### config.mk
export PLATFORM = sky130hd
export DESIGN_NAME = byte_stream_fnv_fmix_hasher
export DESIGN_NICKNAME = d
export VERILOG_FILES = /design/src/sv/bsfh_pkg.sv /design/src/sv/bsfh_ctrl.sv /design/src/sv/bsfh_dp.sv /design/src/sv/byte_stream_fnv_fmix_hasher.sv
export SDC_FILE = /design/constraint.sdc
export NUM_CORES = 2
export LEC_CHECK = 0
export ABC_CLOCK_PERIOD_IN_PS = 12000
export BUFFER_PORTS_ARGS = -buffer_cell sky130_fd_sc_hd__buf_2
export CAP_MARGIN = 20
export CORE_MARGIN = 2
export CORE_UTILIZATION = 67
export DETAILED_ROUTE_END_ITERATION = 10
export PLACE_DENSITY = 0.94
export SKIP_LAST_GASP = 1
export SLEW_MARGIN = 15
export SYNTH_ARGS = -nofsm -noshare
export SYNTH_HDL_FRONTEND = slang
export SYNTH_HIERARCHICAL = 1
export SYNTH_SLANG_ARGS = --single-unit
### constraint.sdc
create_clock -name clk -period 12 [get_ports clk]
set_clock_uncertainty 0.2 [all_clocks]
set_input_delay 1.2 -clock clk [delete_from_list [all_inputs] [get_ports clk]]
set_output_delay 1.2 -clock clk [all_outputs]
set_load 0.01 [all_outputs]
### src/sv/bsfh_pkg.sv
// Shared constants, types and helper functions for the FNV-1a / fmix64 hasher.
package bsfh_pkg;

  localparam logic [63:0] FNV_OFFSET_BASIS = 64'hcbf2_9ce4_8422_2325;
  localparam logic [63:0] MIX_MUL_A        = 64'hff51_afd7_ed55_8ccd;
  localparam logic [63:0] MIX_MUL_B        = 64'hc4ce_b9fe_1a85_ec53;
  localparam logic [63:0] MIX_SEED         = 64'ha076_1d64_78bd_642f;
  localparam int unsigned MIX_SHIFT        = 33;

  // Controller states, one-hot.
  typedef enum logic [2:0] {
    ST_IDLE = 3'b001,
    ST_MIX  = 3'b010,
    ST_DONE = 3'b100
  } state_t;

  // Partial product selected in one multiply step (low 64 bits of a 64x64 product).
  typedef enum logic [1:0] {
    PH_LL = 2'd0,  // a_lo * b_lo
    PH_LH = 2'd1,  // a_lo * b_hi, upper half
    PH_HL = 2'd2   // a_hi * b_lo, upper half, then xor-shift
  } phase_t;

  // Multiply constant selector.
  typedef enum logic {
    MUL_SEL_A = 1'b0,
    MUL_SEL_B = 1'b1
  } mul_sel_t;

  // Commands from the controller to the datapath.
  typedef struct packed {
    logic     take;      // input transfer this cycle
    logic     mix_en;    // run one multiply step
    phase_t   phase;
    mul_sel_t mul_sel;
    logic     out_load;  // copy finished hash into the output register
  } bsfh_cmd_t;

  // One FNV-1a round: xor the byte in, multiply by 2^40 + 0x1b3.
  function automatic logic [63:0] fnv_absorb(input logic [63:0] h, input logic [7:0] b);
    logic [63:0] x;
    x = h ^ {56'd0, b};
    return (x << 40) + (x << 8) + (x << 7) + (x << 5) + (x << 4) + (x << 1) + x;
  endfunction

  function automatic logic [63:0] xorshift33(input logic [63:0] v);
    return v ^ (v >> MIX_SHIFT);
  endfunction

endpackage

### src/sv/bsfh_ctrl.sv
// Controller: handshakes, finalize sequencing and output register valid.
module bsfh_ctrl (
  input  logic               clk,
  input  logic               rst_n,
  input  logic               in_valid,
  input  logic               in_end_of_message,
  output logic               in_ready,
  output logic               out_valid,
  input  logic               out_ready,
  output bsfh_pkg::bsfh_cmd_t cmd
);
  import bsfh_pkg::*;

  state_t   state_r, state_nxt;
  phase_t   phase_r, phase_nxt;
  mul_sel_t mul_r, mul_nxt;
  logic     out_valid_r, out_valid_nxt;
  logic     take;
  logic     out_load;

  assign in_ready  = (state_r == ST_IDLE);
  assign take      = in_valid && in_ready;
  assign out_valid = out_valid_r;
  assign out_load  = (state_r == ST_DONE) && (!out_valid_r || out_ready);

  always_comb begin
    state_nxt = state_r;
    phase_nxt = phase_r;
    mul_nxt   = mul_r;
    case (state_r)
      ST_IDLE: begin
        if (take && in_end_of_message) begin
          state_nxt = ST_MIX;
          phase_nxt = PH_LL;
          mul_nxt   = MUL_SEL_A;
        end
      end
      ST_MIX: begin
        case (phase_r)
          PH_LL: phase_nxt = PH_LH;
          PH_LH: phase_nxt = PH_HL;
          PH_HL: begin
            phase_nxt = PH_LL;
            if (mul_r == MUL_SEL_B) begin
              mul_nxt   = MUL_SEL_A;
              state_nxt = ST_DONE;
            end else begin
              mul_nxt = MUL_SEL_B;
            end
          end
          default: phase_nxt = PH_LL;
        endcase
      end
      ST_DONE: begin
        if (out_load) begin
          state_nxt = ST_IDLE;
        end
      end
      default: state_nxt = ST_IDLE;
    endcase
  end

  always_comb begin
    out_valid_nxt = out_valid_r;
    if (out_load) begin
      out_valid_nxt = 1'b1;
    end else if (out_ready) begin
      out_valid_nxt = 1'b0;
    end
  end

  always_ff @(posedge clk) begin
    if (!rst_n) begin
      state_r     <= ST_IDLE;
      phase_r     <= PH_LL;
      mul_r       <= MUL_SEL_A;
      out_valid_r <= 1'b0;
    end else begin
      state_r     <= state_nxt;
      phase_r     <= phase_nxt;
      mul_r       <= mul_nxt;
      out_valid_r <= out_valid_nxt;
    end
  end

  assign cmd.take     = take;
  assign cmd.mix_en   = (state_r == ST_MIX);
  assign cmd.phase    = phase_r;
  assign cmd.mul_sel  = mul_r;
  assign cmd.out_load = out_load;

  // A last item is followed by exactly six multiply steps before the result is ready.
  assert property (@(posedge clk) disable iff (!rst_n)
    (take && in_end_of_message) |-> ##7 (state_r == ST_DONE))
    else $error("finalize sequence length wrong");

  // The second multiply constant is only selected inside the mix sequence.
  assert property (@(posedge clk) disable iff (!rst_n)
    (mul_r == MUL_SEL_B) |-> (state_r == ST_MIX))
    else $error("multiply selector left set outside mix");

  // A loaded result is presented on the next cycle.
  assert property (@(posedge clk) disable iff (!rst_n)
    out_load |=> out_valid_r)
    else $error("loaded result not presented");

  // No new input is taken while the finalizer is busy.
  assert property (@(posedge clk) disable iff (!rst_n)
    (state_r == ST_MIX) |-> !take)
    else $error("input taken during finalize");

endmodule

### src/sv/bsfh_dp.sv
// Datapath: running FNV-1a state, shared 32x32 multiplier for fmix64, output register.
module bsfh_dp (
  input  logic                clk,
  input  logic                rst_n,
  input  logic [7:0]          in_data_byte,
  input  logic                in_no_byte,
  input  logic                in_end_of_message,
  input  bsfh_pkg::bsfh_cmd_t cmd,
  output logic [63:0]         out_hash_value
);
  import bsfh_pkg::*;

  logic [63:0] running_r, running_nxt;
  logic [63:0] mix_r, mix_nxt;
  logic [63:0] acc_r, acc_nxt;
  logic [63:0] hash_r;
  logic [63:0] absorbed;
  logic [63:0] final_in;
  logic [63:0] mul_const;
  logic [31:0] op_a, op_b;
  logic [63:0] prod;
  logic [63:0] acc_sum;

  assign absorbed = fnv_absorb(running_r, in_data_byte);
  assign final_in = in_no_byte ? running_r : absorbed;

  always_comb begin
    running_nxt = running_r;
    if (cmd.take) begin
      if (in_end_of_message) begin
        running_nxt = FNV_OFFSET_BASIS;
      end else if (!in_no_byte) begin
        running_nxt = absorbed;
      end
    end
  end

  assign mul_const = (cmd.mul_sel == MUL_SEL_B) ? MIX_MUL_B : MIX_MUL_A;

  always_comb begin
    case (cmd.phase)
      PH_LL: begin
        op_a = mix_r[31:0];
        op_b = mul_const[31:0];
      end
      PH_LH: begin
        op_a = mix_r[31:0];
        op_b = mul_const[63:32];
      end
      PH_HL: begin
        op_a = mix_r[63:32];
        op_b = mul_const[31:0];
      end
      default: begin
        op_a = mix_r[31:0];
        op_b = mul_const[31:0];
      end
    endcase
  end

  assign prod    = op_a * op_b;
  assign acc_sum = acc_r + {prod[31:0], 32'd0};

  always_comb begin
    mix_nxt = mix_r;
    acc_nxt = acc_r;
    if (cmd.take && in_end_of_message) begin
      mix_nxt = xorshift33(final_in ^ MIX_SEED);
    end else if (cmd.mix_en) begin
      case (cmd.phase)
        PH_LL:   acc_nxt = prod;
        PH_LH:   acc_nxt = acc_sum;
        PH_HL:   mix_nxt = xorshift33(acc_sum);
        default: acc_nxt = acc_r;
      endcase
    end
  end

  always_ff @(posedge clk) begin
    if (!rst_n) begin
      running_r <= FNV_OFFSET_BASIS;
    end else begin
      running_r <= running_nxt;
    end
  end

  always_ff @(posedge clk) begin
    mix_r <= mix_nxt;
    acc_r <= acc_nxt;
    if (cmd.out_load) begin
      hash_r <= mix_r;
    end
  end

  assign out_hash_value = hash_r;

endmodule

### src/sv/byte_stream_fnv_fmix_hasher.sv
// Top level of the streaming FNV-1a 64 hasher with seeded fmix64 finalizer.
//
// Usage:
//   Input channel (in_valid/in_ready): one message byte per transfer on
//   in_data_byte. in_no_byte marks a transfer without a byte (an empty
//   message is one transfer with in_no_byte and in_end_of_message both set).
//   in_end_of_message marks the last transfer of a message.
//   Output channel (out_valid/out_ready): one 64-bit out_hash_value per
//   message, in message order.
// Throughput: bytes stream at one per cycle while in_ready is high. A last
//   transfer blocks the input until the finalize is done: after it, the
//   fmix64 finalizer runs its two 64x64 constant multiplies as three 32x32
//   partial products each on one shared multiplier (ST_MIX), and then the
//   hash moves into the output register (ST_DONE).
// Result: out_valid is registered and rises once the hash has been loaded.
// Stall: while out_ready is low the result holds in the output register and
//   bytes of the next message are still taken; apart from the finalize, the
//   block only blocks input when a further finished hash has nowhere to go.
// Reset: rst_n (synchronous, active low) returns the running state to the
//   FNV offset basis and drops out_valid.
module byte_stream_fnv_fmix_hasher (
  input  logic        clk,
  input  logic        rst_n,
  input  logic        in_valid,
  output logic        in_ready,
  input  logic [7:0]  in_data_byte,
  input  logic        in_no_byte,
  input  logic        in_end_of_message,
  output logic        out_valid,
  input  logic        out_ready,
  output logic [63:0] out_hash_value
);
  import bsfh_pkg::*;

  bsfh_cmd_t cmd;

  // Sequence transfers and finalize steps.
  bsfh_ctrl u_ctrl (
    .clk               (clk),
    .rst_n             (rst_n),
    .in_valid          (in_valid),
    .in_end_of_message (in_end_of_message),
    .in_ready          (in_ready),
    .out_valid         (out_valid),
    .out_ready         (out_ready),
    .cmd               (cmd)
  );

  // Hold the running hash, run the mix and hold the result.
  bsfh_dp u_dp (
    .clk               (clk),
    .rst_n             (rst_n),
    .in_data_byte      (in_data_byte),
    .in_no_byte        (in_no_byte),
    .in_end_of_message (in_end_of_message),
    .cmd               (cmd),
    .out_hash_value    (out_hash_value)
  );

endmodule

==> impl_results.md <==
- Hold slack: 305 ps
- Measured slew at the worst slew-check pin: 1230 ps
- GRT Overall Usage: 44.9%
- F_max: 88.3 MHz
- FF-to-FF Start: u_ctrl/phase_r[1]
- Design area: 55300 um2
- Post-CTS resize count: 0
- Synth async-reset ratio: 0%
- Syn Std Cell Area: 52600 um2
- GP Congestion: 1.12
- Die H: 284 um
- Hold Startpoint: u_dp/mix_r[1]
- Setup violations, final: 0
- CORE AREA: 77600 um2
- Distinct cell type count after synthesis: 95
- Width of the die: 284 um
- Register bit total from synthesis: 263
- Final Util: 71.3%
- CTS Hold Bufs: 0
- Startpoint Class: flop
- Worst Path Arrival: 11420 ps
- Initial antenna violation count: 15
- Final Hold Fails: 0
- DR pass1 iterations: 8
- CP max FO: 16
- CP required: 12080 ps
- Nets: 6945
- Status: completed
- # Post-CTS Setup Buffers: 0
- Sequential element share of the synthesized area: 13.7%
- Global-route wire length before repair: 267 mm
- Count of pins over their slew limit: 0
- Class of the worst hold path: flop to flop
- Layout cells sized above 1: 5.05%
- Inserted Clock Buffers: 30
- RSZ-0062 raised after global routing: false
- Mean post-synth cell area: 9.81 um2
- Post-DP HPWL: 148 mm
- Post-DRT Antenna Nets: 0
- Clk buf depth: 3
- DRT Wirelength: 176 mm
- Critical path type: flop to flop
- Hold Path Sink: u_dp/out_hash_value[1]
- Max_cap viols: 0
- Max stage delay on crit path: 710 ps
- Layout Area Growth over Synthesis: 5.20%
- Detailed-route vias per instance: 6.31
- Largest net degree at the start of global routing: 85
- CP max stage cell: nor2b_4
- Die area: 80700 um2
- Clock slew at reported path FFs: 70 ps
- Crit. End Element: flop
- Synth Flop Type: edfxtp_1
- # port buffers: 79
- Io pins: 80
- Post-DP Area: 54200 um2
- # DRC: 0
- EDFF count, synth: 192
- Most used cell, CP: fa_1
- FILL cells: 5627
- Hold Path Depth: 0
- CTS tree: done
- H-tree Lvls: 1
- Std cell rows: 102
- R2R Setup Slk: 670 ps
- Period minus WS final: 11330 ps
- R2r endpoint: u_dp/mix_r[25]
- Vias in the first global route: 43.2k
- Mapped Cells: 5361
- Wirelength per Cell: 27.2 um
- Synth warnings: 6
- Starting Density: 67.8%
- Routed vias: 40.7k
- R2R cell count: 34
- Fin crit share: 94.4%
- Syn Nets: 6922
- DRT iter0 DRCs: 5692
- CTS Root Cell: clkbuf_16
- Grt total ovfl: 0
- Slew HR: 17.7%
- Skew-Pair Late Insertion Delay: 640 ps
- Clk sinks: 263
- Setup TNS: 0 ps
==> final cells by class <==
class | instances | area (um2) | area share, %
inverters | 1313 | 4930 | 8.92
clock inverters | 22 | 305 | 0.552
diodes | 1 | 2.50 | 0.00452
well taps | 1040 | 1300 | 2.35
clock buffers | 34 | 776 | 1.40
flip-flops and latches | 263 | 7190 | 13.0
repair buffers | 151 | 936 | 1.69
multi-input cells | 3625 | 39900 | 72.1
==> per-layer routing <==
| metal | part of all wire, % | routed length [um] | track usage (%) |
|---|---|---|---|
| met4 | 8.8 | 15400 | 28.5 |
| met2 | 43 | 75800 | 67.1 |
| met5 | 0.052 | 91 | 0 |
| met1 | 34 | 59800 | 57.2 |
| met3 | 14 | 24600 | 13.8 |
==> sequential cells by signal (all words and copies together) (netlist names) <==
signal,count
u_ctrl/mul_r,1
u_ctrl/out_valid,1
u_ctrl/phase_r,2
u_ctrl/state_r,3
u_dp/acc_r,64
u_dp/mix_r,64
u_dp/out_hash_value,64
u_dp/running_r,64
==> cells in the final DEF (no fill, tap or decap), drive strengths merged, types with 30 or more instances in the layout <==
cell type  instances
nor2             323
a21o              83
buf              151
o21ai            189
xnor2            128
fa              1113
edfxtp           192
xor2             104
nor2b             51
a21oi            255
nand2            375
a31oi             30
dfxtp             71
and2              67
nand4             35
ha               434
clkbuf            34
mux2i             56
inv             1313
nand3             49
==> through the flow <==
step,setup WS (ps),instances
6_report,669,6449
2_1_floorplan,1960,5361
3_3_place_gp,1230,6390
4_1_cts,862,6446
5_1_grt,252,6448
3_5_place_dp,1040,6390
==> critical path: cells and delay by family, from the launching register on <==
| kind | cells | cell delay [ps] |
|---|---|---|
| AO/OA/AOI/OAI | 7 | 1760 |
| multiplexers | 1 | 340 |
| buffers and inverters | 7 | 980 |
| adder cells (fa/ha/maj) | 10 | 4720 |
| AND/OR/NAND/NOR | 6 | 1640 |
| XOR/XNOR | 3 | 790 |
| flip-flops | 1 | 510 |
==> worst max-delay path by stage <==
| stage | startpoint | end |
|---|---|---|
| 2_1_floorplan | u_ctrl/phase_r[0] | u_dp/mix_r[29] |
| 3_3_place_gp | u_ctrl/phase_r[1] | u_dp/mix_r[25] |
| 3_5_place_dp | u_ctrl/phase_r[1] | u_dp/mix_r[25] |
| 4_1_cts | u_ctrl/phase_r[1] | u_dp/mix_r[25] |
| 5_1_grt | u_ctrl/phase_r[1] | u_dp/mix_r[25] |
| 6_report | u_ctrl/phase_r[1] | u_dp/mix_r[25] |
==> cell families after synthesis <==
logic type,after synthesis,synth area share (%)
compound gates,751,8.95
xor+xnor,234,3.95
fa+ha+maj,1547,52.7
buf+inv,1473,10.6
flops,263,13.7
mux,65,1.27
other cells,1,0.00713
simple gates,1027,8.85
==> cells in the mapped netlist, drive strengths merged (7+ instances only) <==
| master | count | share of area (%) |
|---|---|---|
| edfxtp | 192 | 11 |
| xor2 | 104 | 1.7 |
| nor2b | 51 | 0.61 |
| and2 | 67 | 0.80 |
| a21oi | 255 | 2.4 |
| inv | 1310 | 9.4 |
| o31ai | 9 | 0.16 |
| or3 | 7 | 0.083 |
| mux2i | 56 | 1.1 |
| nand2 | 375 | 2.7 |
| ha | 434 | 10 |
| o22ai | 8 | 0.11 |
| dfxtp | 71 | 2.7 |
| nand3 | 49 | 0.48 |
| xnor2 | 128 | 2.1 |
| nand2b | 27 | 0.32 |
| a211oi | 16 | 0.24 |
| nand4 | 35 | 0.42 |
| o21a | 22 | 0.31 |
| fa | 1113 | 42 |
| a31oi | 30 | 0.36 |
| a21boi | 11 | 0.16 |
| buf | 23 | 0.24 |
| a22oi | 15 | 0.21 |
| o211ai | 18 | 0.26 |
| a221oi | 7 | 0.13 |
| a41oi | 7 | 0.13 |
| mux2 | 9 | 0.20 |
| o21ai | 189 | 1.8 |
| a21o | 83 | 1.2 |
| or2 | 20 | 0.24 |
| o2bb2ai | 8 | 0.13 |
| and3 | 21 | 0.26 |
| o21bai | 29 | 0.42 |
| clkbuf | 137 | 0.98 |
| nor3 | 24 | 0.23 |
| nor2 | 323 | 2.3 |
Power is not shown: default switching activity piles up to over one toggle a cycle in this logic, so the estimate is an artifact.
